==> config.mk <==
export PLATFORM = sky130hd
export DESIGN_NAME = buddy_block_allocator_top
export DESIGN_NICKNAME = d
export VERILOG_FILES = /design/src/rtl/bba_pkg.sv /design/src/rtl/bba_table.sv /design/src/rtl/buddy_block_allocator_top.sv
export SDC_FILE = /design/constraint.sdc
export NUM_CORES = 1
export LEC_CHECK = 0
export BUFFER_PORTS_ARGS = -buffer_cell sky130_fd_sc_hd__buf_4
export CAP_MARGIN = 20
export CORE_MARGIN = 5
export CORE_UTILIZATION = 40
export CTS_CLUSTER_DIAMETER = 50
export DETAILED_ROUTE_END_ITERATION = 12
export PLACE_DENSITY = 0.62
export SETUP_SLACK_MARGIN = 0.4
export SYNTH_ARGS = -nofsm -noshare
export SYNTH_HDL_FRONTEND = slang
export SYNTH_HIERARCHICAL = 1
export SYNTH_SLANG_ARGS = --single-unit
==> constraint.sdc <==
create_clock -name clock -period 7.4 [get_ports clock]
set_clock_uncertainty 0.05 [all_clocks]
set_input_delay 1.48 -clock clock [delete_from_list [all_inputs] [get_ports clock]]
set_output_delay 1.48 -clock clock [all_outputs]
set_load 0.05 [all_outputs]
==> src/rtl/bba_pkg.sv <==
// Package for the buddy block allocator: sizes, field widths, table entry format,
// status and operation codes, controller states and size helper functions.
// Depends on nothing; every module of the allocator imports it.
package bba_pkg;

   localparam int TOTAL_UNITS = 1024;
   localparam int MIN_BLOCK   = 64;
   localparam int NUM_SLOTS   = (TOTAL_UNITS / MIN_BLOCK) > 0 ? (TOTAL_UNITS / MIN_BLOCK) : 1;
   localparam int SLOT_W      = NUM_SLOTS > 1 ? $clog2(NUM_SLOTS) : 1;
   localparam int MIN_SHIFT   = $clog2(MIN_BLOCK);
   localparam int LEVELS      = $clog2(NUM_SLOTS);
   localparam int TOP_CODE    = LEVELS + 1;
   localparam int CODE_W      = $clog2(TOP_CODE + 1);

   localparam int REQ_W    = 11;
   localparam int IDX_W    = 10;
   localparam int SIZE_W   = 11;
   localparam int STATUS_W = 2;

   localparam logic [STATUS_W-1:0] STATUS_DONE     = 2'd0;
   localparam logic [STATUS_W-1:0] STATUS_NO_FIT   = 2'd1;
   localparam logic [STATUS_W-1:0] STATUS_BAD_FREE = 2'd2;

   localparam logic OP_ALLOC = 1'b0;
   localparam logic OP_FREE  = 1'b1;

   // A code of zero marks an entry that is not a block head; otherwise the
   // block holds MIN_BLOCK << (code - 1) units.
   typedef struct packed {
      logic              used;
      logic [CODE_W-1:0] code;
   } entry_type;

   typedef struct packed {
      logic              en;
      logic [SLOT_W-1:0] addr;
      entry_type         data;
   } table_wr_type;

   typedef enum logic [3:0] {
      ST_IDLE,
      ST_A_RD,
      ST_A_EVAL,
      ST_A_SPLIT,
      ST_F_RD,
      ST_F_CHK,
      ST_F_BRD,
      ST_F_BCHK,
      ST_F_MERGE,
      ST_DONE
   } state_type;

   function automatic logic [SIZE_W-1:0] code_to_size(input logic [CODE_W-1:0] code);
      logic [SIZE_W-1:0] size;
      size = '0;
      if (code != '0) begin
         size = SIZE_W'(MIN_BLOCK) << (code - CODE_W'(1));
      end
      return size;
   endfunction

   function automatic logic [SLOT_W:0] code_to_slots(input logic [CODE_W-1:0] code);
      logic [SLOT_W:0] slots;
      slots = (SLOT_W+1)'(1);
      if (code != '0) begin
         slots = (SLOT_W+1)'(1) << (code - CODE_W'(1));
      end
      return slots;
   endfunction

endpackage

==> src/rtl/bba_table.sv <==
// Block table of the buddy allocator: one entry per minimum block in a synchronous
// memory with a read and a write port, registered read data and per-entry valid bits.
// Depends on bba_pkg.
module bba_table (
   input  logic                 clock,
   input  logic                 reset,
   input  logic [bba_pkg::SLOT_W-1:0] rd_addr,
   output bba_pkg::entry_type   rd_data,
   input  bba_pkg::table_wr_type wr
);
   import bba_pkg::*;

   entry_type             mem [NUM_SLOTS];
   logic [NUM_SLOTS-1:0]  valid_ff;
   entry_type             rd_data_ff;
   entry_type             reset_entry;

   // An entry never written reads as its reset value: the whole memory free at slot zero.
   always_comb begin
      reset_entry = '0;
      if (rd_addr == '0) begin
         reset_entry.code = CODE_W'(TOP_CODE);
      end
   end

   always_ff @(posedge clock) begin
      if (wr.en) begin
         mem[wr.addr] <= wr.data;
      end
   end

   always_ff @(posedge clock) begin
      if (reset) begin
         valid_ff <= '0;
      end else if (wr.en) begin
         valid_ff[wr.addr] <= 1'b1;
      end
   end

   always_ff @(posedge clock) begin
      if (valid_ff[rd_addr]) begin
         rd_data_ff <= mem[rd_addr];
      end else begin
         rd_data_ff <= reset_entry;
      end
   end

   assign rd_data = rd_data_ff;

endmodule

==> src/rtl/buddy_block_allocator_top.sv <==
// Top level of the buddy block allocator: request decode, table controller and
// result register. Depends on bba_pkg and bba_table.
//
// The allocator manages 1024 units in power-of-two blocks of at least 64 units,
// keeping one table entry per 64-unit slot in a 16-entry memory with registered
// read data. One request is handled at a time. An allocate is accepted, reads and
// evaluates each block head on its scan from unit 0, writes both halves of each
// block it halves and reads the lower half again, and hands the result over. A
// free is accepted, reads and checks the block, then reads and checks the buddy
// at each merge level (up to four) and writes the merged block, stops at a buddy
// that does not merge, and hands over the result; an index that is out of range
// or not aligned goes straight to the hand-over. The result sits in an output
// register, so the next request is accepted once the previous one has finished its
// table updates and moved its result there, even while that waits for rsp_ready.
module buddy_block_allocator_top (
   input  logic                          clock,
   input  logic                          reset,
   input  logic                          req_valid,
   output logic                          req_ready,
   input  logic                          req_type,
   input  logic [bba_pkg::REQ_W-1:0]     req_request_size,
   input  logic [bba_pkg::IDX_W-1:0]     req_block_index,
   output logic                          rsp_valid,
   input  logic                          rsp_ready,
   output logic [bba_pkg::STATUS_W-1:0]  rsp_status,
   output logic [bba_pkg::IDX_W-1:0]     rsp_block_start,
   output logic [bba_pkg::SIZE_W-1:0]    rsp_granted_size
);
   import bba_pkg::*;

   state_type          state_ff, state_in;
   logic [SLOT_W:0]    i_ff;
   logic [SLOT_W-1:0]  cur_ff;
   logic [CODE_W-1:0]  code_ff;
   logic [REQ_W-1:0]   req_size_ff;
   logic [STATUS_W-1:0] res_status_ff;
   logic [IDX_W-1:0]   res_index_ff;
   logic [SIZE_W-1:0]  res_size_ff;
   logic               rsp_valid_ff;
   logic [STATUS_W-1:0] rsp_status_ff;
   logic [IDX_W-1:0]   rsp_index_ff;
   logic [SIZE_W-1:0]  rsp_size_ff;

   logic [SLOT_W-1:0]  rd_addr;
   entry_type          rd_data;
   table_wr_type       wr;

   logic               accept;
   logic               free_bad;
   logic [SLOT_W-1:0]  free_slot;
   logic [SIZE_W-1:0]  ent_size;
   logic               ent_head;
   logic               do_split;
   logic               do_fit;
   logic [SLOT_W:0]    i_next;
   logic               scan_end;
   logic [SLOT_W-1:0]  half_slots;
   logic [SLOT_W-1:0]  buddy_slot;
   logic               buddy_ok;
   logic               out_free;

   bba_table u_table (
      .clock   (clock),
      .reset   (reset),
      .rd_addr (rd_addr),
      .rd_data (rd_data),
      .wr      (wr)
   );

   assign accept   = req_valid && req_ready;
   assign out_free = !rsp_valid_ff || rsp_ready;
   assign free_bad = (32'(req_block_index) >= TOTAL_UNITS) ||
                     ((32'(req_block_index) % MIN_BLOCK) != 0);
   assign free_slot = SLOT_W'(32'(req_block_index) >> MIN_SHIFT);

   always_comb begin
      ent_size   = code_to_size(rd_data.code);
      ent_head   = rd_data.code != '0;
      do_split   = ent_head && !rd_data.used && (rd_data.code > CODE_W'(1)) &&
                   ({1'b0, ent_size} >= {req_size_ff, 1'b0});
      do_fit     = ent_head && !rd_data.used && (ent_size >= req_size_ff);
      i_next     = i_ff + code_to_slots(rd_data.code);
      scan_end   = 32'(i_next) >= NUM_SLOTS;
      half_slots = SLOT_W'(code_to_slots(code_ff));
      buddy_slot = cur_ff ^ half_slots;
      buddy_ok   = !rd_data.used && (rd_data.code == code_ff);
   end

   // Next state.
   always_comb begin
      state_in = state_ff;
      unique case (state_ff)
         ST_IDLE: begin
            if (accept) begin
               if (req_type == OP_ALLOC) begin
                  state_in = ST_A_RD;
               end else if (free_bad) begin
                  state_in = ST_DONE;
               end else begin
                  state_in = ST_F_RD;
               end
            end
         end
         ST_A_RD:   state_in = ST_A_EVAL;
         ST_A_EVAL: begin
            if (do_split) begin
               state_in = ST_A_SPLIT;
            end else if (do_fit || scan_end) begin
               state_in = ST_DONE;
            end else begin
               state_in = ST_A_RD;
            end
         end
         ST_A_SPLIT: state_in = ST_A_RD;
         ST_F_RD:    state_in = ST_F_CHK;
         ST_F_CHK: begin
            if (!ent_head || !rd_data.used || rd_data.code == CODE_W'(TOP_CODE)) begin
               state_in = ST_DONE;
            end else begin
               state_in = ST_F_BRD;
            end
         end
         ST_F_BRD:  state_in = ST_F_BCHK;
         ST_F_BCHK: state_in = buddy_ok ? ST_F_MERGE : ST_DONE;
         ST_F_MERGE: begin
            if (code_ff + CODE_W'(1) == CODE_W'(TOP_CODE)) begin
               state_in = ST_DONE;
            end else begin
               state_in = ST_F_BRD;
            end
         end
         ST_DONE: begin
            if (out_free) begin
               state_in = ST_IDLE;
            end
         end
         default: state_in = ST_IDLE;
      endcase
   end

   // Table accesses and handshake outputs.
   always_comb begin
      rd_addr   = '0;
      wr        = '0;
      req_ready = 1'b0;
      unique case (state_ff)
         ST_IDLE: req_ready = 1'b1;
         ST_A_RD: rd_addr = i_ff[SLOT_W-1:0];
         ST_A_EVAL: begin
            if (do_split) begin
               wr.en        = 1'b1;
               wr.addr      = i_ff[SLOT_W-1:0];
               wr.data.used = 1'b0;
               wr.data.code = rd_data.code - CODE_W'(1);
            end else if (do_fit) begin
               wr.en        = 1'b1;
               wr.addr      = i_ff[SLOT_W-1:0];
               wr.data.used = 1'b1;
               wr.data.code = rd_data.code;
            end
         end
         ST_A_SPLIT: begin
            wr.en        = 1'b1;
            wr.addr      = i_ff[SLOT_W-1:0] ^ half_slots;
            wr.data.used = 1'b0;
            wr.data.code = code_ff;
         end
         ST_F_RD: rd_addr = cur_ff;
         ST_F_CHK: begin
            if (ent_head && rd_data.used) begin
               wr.en        = 1'b1;
               wr.addr      = cur_ff;
               wr.data.used = 1'b0;
               wr.data.code = rd_data.code;
            end
         end
         ST_F_BRD: rd_addr = buddy_slot;
         ST_F_BCHK: begin
            if (buddy_ok) begin
               wr.en   = 1'b1;
               wr.addr = cur_ff | half_slots;
               wr.data = '0;
            end
         end
         ST_F_MERGE: begin
            wr.en        = 1'b1;
            wr.addr      = cur_ff;
            wr.data.used = 1'b0;
            wr.data.code = code_ff + CODE_W'(1);
         end
         ST_DONE: ;
         default: ;
      endcase
   end

   always_ff @(posedge clock) begin
      if (reset) begin
         state_ff <= ST_IDLE;
      end else begin
         state_ff <= state_in;
      end
   end

   always_ff @(posedge clock) begin
      case (state_ff)
         ST_IDLE: begin
            if (accept) begin
               i_ff          <= '0;
               cur_ff        <= free_slot;
               req_size_ff   <= req_request_size;
               res_status_ff <= STATUS_BAD_FREE;
               res_index_ff  <= '0;
               res_size_ff   <= '0;
            end
         end
         ST_A_EVAL: begin
            if (do_split) begin
               code_ff <= rd_data.code - CODE_W'(1);
            end else if (do_fit) begin
               res_status_ff <= STATUS_DONE;
               res_index_ff  <= IDX_W'(32'(i_ff) << MIN_SHIFT);
               res_size_ff   <= ent_size;
            end else begin
               i_ff <= i_next;
               if (scan_end) begin
                  res_status_ff <= STATUS_NO_FIT;
                  res_index_ff  <= '0;
                  res_size_ff   <= '0;
               end
            end
         end
         ST_F_CHK: begin
            code_ff <= rd_data.code;
            if (ent_head && rd_data.used) begin
               res_status_ff <= STATUS_DONE;
               res_index_ff  <= IDX_W'(32'(cur_ff) << MIN_SHIFT);
               res_size_ff   <= ent_size;
            end
         end
         ST_F_BCHK: begin
            if (buddy_ok) begin
               cur_ff <= cur_ff & ~half_slots;
            end
         end
         ST_F_MERGE: code_ff <= code_ff + CODE_W'(1);
         default: ;
      endcase
   end

   always_ff @(posedge clock) begin
      if (reset) begin
         rsp_valid_ff <= 1'b0;
      end else if (state_ff == ST_DONE && out_free) begin
         rsp_valid_ff <= 1'b1;
      end else if (rsp_ready) begin
         rsp_valid_ff <= 1'b0;
      end
   end

   always_ff @(posedge clock) begin
      if (state_ff == ST_DONE && out_free) begin
         rsp_status_ff <= res_status_ff;
         rsp_index_ff  <= res_index_ff;
         rsp_size_ff   <= res_size_ff;
      end
   end

   assign rsp_valid        = rsp_valid_ff;
   assign rsp_status       = rsp_status_ff;
   assign rsp_block_start  = rsp_index_ff;
   assign rsp_granted_size = rsp_size_ff;

   a_error_fields_zero: assert property (@(posedge clock) disable iff (reset)
      (rsp_valid && rsp_status != STATUS_DONE) |->
         (rsp_block_start == '0 && rsp_granted_size == '0))
      else $error("error transfer carries a nonzero index or size");

   a_grant_aligned: assert property (@(posedge clock) disable iff (reset)
      (rsp_valid && rsp_status == STATUS_DONE) |->
         ($onehot(rsp_granted_size) &&
          (({1'b0, rsp_block_start} & (rsp_granted_size - SIZE_W'(1))) == '0)))
      else $error("granted block is not a power of two aligned to its size");

   a_no_write_idle: assert property (@(posedge clock) disable iff (reset)
      (req_ready || state_ff == ST_DONE) |-> !wr.en)
      else $error("table written while no request is in progress");

   a_one_result: assert property (@(posedge clock) disable iff (reset)
      (state_ff == ST_DONE && out_free) |=> (rsp_valid && req_ready))
      else $error("finished request did not reach the output register");

endmodule

* Yosys cells after proc, flatten, opt, wreduce, memory -nomap -nowiden *
Memories as Yosys holds them, arrays and structs flattened.
Cells that the tools add are included.

operators by class
  mux-type cells = 57
  reductions and logical operators = 32
  add/sub/neg operators = 4
  eq/ne operators = 20
  bitwise logic cells = 6
  $lt $le $gt $ge = 7
  shifts and indexed selects = 3

operator list
  operator              count
  $mux 11               6
  $mux 10               5
  $pmux 9 s5            1
  $mux 4                11
  $pmux 4 s10           1
  $mux 9                4
  $pmux 11 s3           1
  $reduce_bool 32->1    1
  $pmux 10 s3           1
  $mux 5                4
  $eq 4x3->1 const B    4
  $or 16x16->16         1
  $ne 2x2->1 const B    7
  $ge 11x12->1          1
  $pmux 4 s3            1
  $reduce_bool 3->1     4
  $ge 11x11->1          1
  $shl 7x3->11 const A  1
  $lt 4x5->1 const B    2
  $mux 2                5
  $pmux 5 s2            1
  $logic_and 1x1->1     9
  $mux 3                3
  $pmux 3 s3            1
  31 further kinds      53

storage, ports and cells
  RAM bits = 64
  bits of input ports = 26
  memories = 1
  logic and storage cells = 145
  register bits = 94

memory list
  name         words  bits a word  rd ports  clocked after memory_dff  write ports  RTL line         source
  u_table.mem  16     4            1         0                         1            bba_table.sv:13  entry_type mem [NUM_SLOTS];

* Longest topological paths before layout *
  word-level depth = 13
  gate-level depth with buffers = 17

* By module *
The synthesis kept the hierarchy.

modules (own cells, without submodules)
  module                     area an instance (um^2)  cells each  seq. area each (um^2)  instances
  buddy_block_allocator_top  3467.1                   360         1451.4                 1
  bba_table                  3255.6                   194         2322.2                 1

* Worst setup path after synthesis *
OpenSTA, ideal clock, no wires.

  kind = reg-to-reg
  from = register u_table.rd_data_ff, in the netlist u_table/rd_data[0]
  to = memory u_table/mem[0][0] (netlist bit), enable pin
  stages on the path, launching flop included = 15
  setup time = 0.373 ns
  buffers on the path = 0
  slack = 2.822 ns
  arrival time = 4.155 ns
  data required time = 6.977 ns
  cell sequence = dfxtp_1 inv_1 ha_1 nor3_1 o21ai_2 inv_1 ha_1 and3b_1 a221o_1 a2111oi_2 nor3_1 or2_4 a221o_1 or3b_2 nor3_1

RTL lines
  element                   RTL line         source
  start: declaration        bba_table.sv:15  entry_type rd_data_ff;
  start signal: assignment  bba_table.sv:42  rd_data_ff <= mem[rd_addr];
  start signal: assignment  bba_table.sv:44  rd_data_ff <= reset_entry;
  end: declaration          bba_table.sv:13

==> qor_table.md <==
| Quantity | Value | Unit |
| --- | --- | --- |
| Status | complete, no violations | - |
| Number of optimization iterations in the first detailed-route pass | 5 | - |
| Synthesized instance count | 554 | - |
| CTS tree | built | - |
| Post-detailed-route count of antenna-violating nets | 0 | - |
| Initial core utilization | 40.7 | % |
| Worst reg2reg path depth | 14 | - |
| GR Util All Layers | 15.7 | % |
| Number of failing setup endpoints in the final timing report | 0 | - |
| Sequential cell area fraction in the yosys report | 56.1 | % |
| Crit. path cell count | 14 | - |
| Count of warnings emitted by yosys | 6 | - |
| Most repeated library cell on the critical path | nor3_1 | - |
| Net Sw Frac | 36.8 | % |
| Setup Total Neg Slack | 0 | ns |
| Total leakage power | 0.00286 | uW |
| Min-Delay Path Class | register to register | - |
| Maximum clock insertion buffer count | 2 | - |
| Layout cells sized above 1 | 17.7 | % |
| Row count | 47 | - |
| Highest ir drop seen on vdd | 0.000177 | V |
| # hold bufs at CTS | 0 | - |
| Library cell with the highest instance count after synthesis | edfxtp_1 | - |
| Min Tclk post-route | 5.47 | ns |
| Die outline area | 0.0195 | sq mm |
| Net switching power | 1100 | uW |
| Sequential cell fraction of total power | 38.0 | % |
| Power share of the clock group | 27.6 | % |
| Unrepaired setup endpoints after global routing | false | - |
| Final number of hold-violating endpoints | 0 | - |
| Delay-heaviest family, CP | simple AND/OR/NAND/NOR gates | - |
| Number of synthesized flops with an enable pin | 109 | - |
| Critical path start-end classification | register to register | - |
| Post-detail-place hpwl | 10.7 | mm |
| Required @ worst endpoint | 7.40 | ns |
| Vert. Die Dim | 140 | um |
| Number of register bits inferred by synthesis | 134 | - |
| Primary FF master, synth | edfxtp_1 | - |
| Avg Inst Size Synth | 12.1 | sq um |
| Type of destination of the critical path | register | - |
| Total number of vias | 4,499 | - |
| Final wirelength | 15.1 | mm |
| H-tree depth | 4 | - |
| Number of clock sinks | 134 | - |
| Leading cell types by count after synthesis | edfxtp_1, nor2_1, nand2_1 | - |
| Max cap viols | 0 | - |
| Cell with the largest stage delay on the worst path | nor3_1 | - |
| Power per cell area | 386 | mW/mm^2 |
| Number of buffers inserted to repair setup after CTS | 0 | - |
| Fraction of post-synthesis cell area in the top cell type by area | 48.7 | % |
| Clock-pin slew on the worst setup and hold paths | 0.06 | ns |
| Synth Cell Area | 0.00672 | sq mm |
| Start point of the critical path | u_table/rd_data[0] | - |
| Die span in x | 140 | um |
| Async SR Flop Fraction | 0 | % |
| Kind of start point of the critical path | register | - |
| Clock insertion delay at the later pin of the skew report | 0.42 | ns |
| Leading post-synthesis cells by cell area | edfxtp_1, dfxtp_1, ha_1, mux4_2, nor2_1 | - |
| Max transition margin | 37.1 | % |
| Count of buffer and inverter cells on the critical path | 2 | - |
| Vias in the first global route | 4,369 | - |
| Global placement routability congestion | 0.869 | - |
| Critical Path Sink | u_table/mem[0][3] | - |
| Met2 Use GR | 26.1 | % |
| Antenna cell count | 0 | - |
| Worst reg-to-reg setup slack | 1.93 | ns |
| Final Cycle Share | 74.0 | % |
| Endpoint arrival time on the critical path | 5.48 | ns |
| Largest fanout on the critical path | 12 | - |
| Number of buffer cells added on primary ports | 38 | - |
| DR vias/cell | 5.46 | - |
| Cell area after placement | 0.00717 | sq mm |
| Number of buffers inserted during clock tree synthesis | 17 | - |
| Cell Chain, Critical Path | inv_1, ha_1, nor3_1, o21ai_2, inv_1, ha_1, and3b_1, a221o_1, a2111oi_2, nor3_1, or2_4, a221o_1, or3b_2, nor3_1 | - |
| Max Clock Freq | 0.183 | GHz |
| Transition time at the pin with the least slew margin | 0.937 | ns |
| Initial antenna violation count | 0 | - |
| Most area-hungry cell type in the Yosys netlist | edfxtp_1 | - |
| Max-slew violation count | 0 | - |
| Area of the core region | 0.0165 | sq mm |
| Final Worst Setup Slack | 1.93 | ns |
| Portion of total power attributed to combinational logic | 34.3 | % |
| # DRC | 0 | - |
| Gr busiest metal | met2 | - |
| WL/cell | 18.3 | um |
| Largest net degree at the start of global routing | 22 | - |
| Post_cts resized | 0 | - |
| Post-route standard cell area excluding fillers | 0.00775 | sq mm |
| Growth of design area from synthesis to finish | 15.2 | % |
| GRT Residual Overflow | 0 | - |
| Distinct cell type count after synthesis | 64 | - |
| Internal | 1890 | uW |
| Clk root buf | clkbuf_16 | - |
| Met3 track utilization from global routing | 4.32 | % |
| Max incr delay on CP | 0.57 | ns |
| Setup WS pre-CTS | 1.98 | ns |
| Global-route met1 utilization | 20.2 | % |
| Count of nets after finishing | 643 | - |
| Number of violations reported at the end of detailed-routing iteration 0 | 406 | - |
| Reg-to-Reg End | u_table/mem[0][3] | - |
| Wire length of the first global-routing pass | 23.8 | mm |
| Critical register-to-register path startpoint | u_table/rd_data[0] | - |
| I/O pin total | 51 | - |
[through the flow]
stage / hold slack [ns] / total power, uW / utilization [%] / instances
after CTS: 0.370 / 3010 / 46.9 / 824
after global routing: 0.370 / 3160 / 46.9 / 824
after floorplan: 0.350 / 1900 / - / 565
final: 0.367 / 2990 / 46.9 / 824
after global placement: 0.351 / 2150 / 43.3 / 791
after detailed placement: 0.356 / 2170 / 43.4 / 792
[logic make-up (layout without fill, tap and decap cells)]
group	count (synthesis)	count (layout)	synth area share [%]
flops	134	134	56.1
simple gates	186	186	13.3
fa+ha+maj	30	30	5.45
compound gates	95	95	9.73
buf+inv	61	100	4.37
xor+xnor	15	15	1.95
mux	32	32	8.99
other cells	1	12	0.0558
[cells in the final DEF (no fill, tap or decap), drive strengths merged, types with 9 or more instances in the layout]
master	count
nand3	13
dfxtp	25
xnor2	12
nor3	13
and2	10
o21ai	22
ha	26
edfxtp	109
inv	33
nor2	72
nand2	33
nor2b	10
buf	44
a22oi	9
conb	12
mux4	20
clkbuf	17
a21oi	20
[routing by layer]
metal	up-vias	routed length [um]
li1	2111	-
met1	2203	6620
met2	166	7320
met3	19	872
met4	0	238
met5	-	0
[power groups by stage]
stage,registers (uW),logic [uW],clock network [uW]
after floorplan,1090,807,0
after global placement,1150,1000,0
after detailed placement,1150,1020,0
after CTS,1130,1020,848
after global routing,1150,1120,880
final,1140,1030,826
[worst min-delay path by stage]
| stage | from | endpoint | slack [ns] | depth (start not counted) |
|---|---|---|---|---|
| floorplan | res_index_ff[6] | rsp_block_start[6] | 0.35 | 0 |
| global placement | res_index_ff[9] | rsp_block_start[9] | 0.35 | 0 |
| detailed placement | res_index_ff[9] | rsp_block_start[9] | 0.36 | 0 |
| CTS | res_index_ff[9] | rsp_block_start[9] | 0.37 | 0 |
| global route | res_index_ff[9] | rsp_block_start[9] | 0.37 | 0 |
| finish | res_index_ff[9] | rsp_block_start[9] | 0.37 | 0 |
[final cells by class]
cell class | count | area, sq um
clock inverters | 15 | 156
well taps | 220 | 275
flip-flops and latches | 134 | 3770
multi-input cells | 370 | 2700
inverters | 24 | 90.1
clock buffers | 17 | 425
fillers | 1453 | 8780
repair buffers | 44 | 330
[sequential cells by signal (all words and copies together), names as in the netlist]
register and flops:
rsp_granted_size 5, i_ff 5, req_size_ff 11, res_index_ff 4, res_size_ff 5, cur_ff 4, state_ff 4, rsp_valid 1
res_status_ff 2, u_table/valid_ff 16, rsp_status 2, rsp_block_start 4, u_table/mem 64, code_ff 3, u_table/rd_data 4
Power figures use the tool's default switching activity.
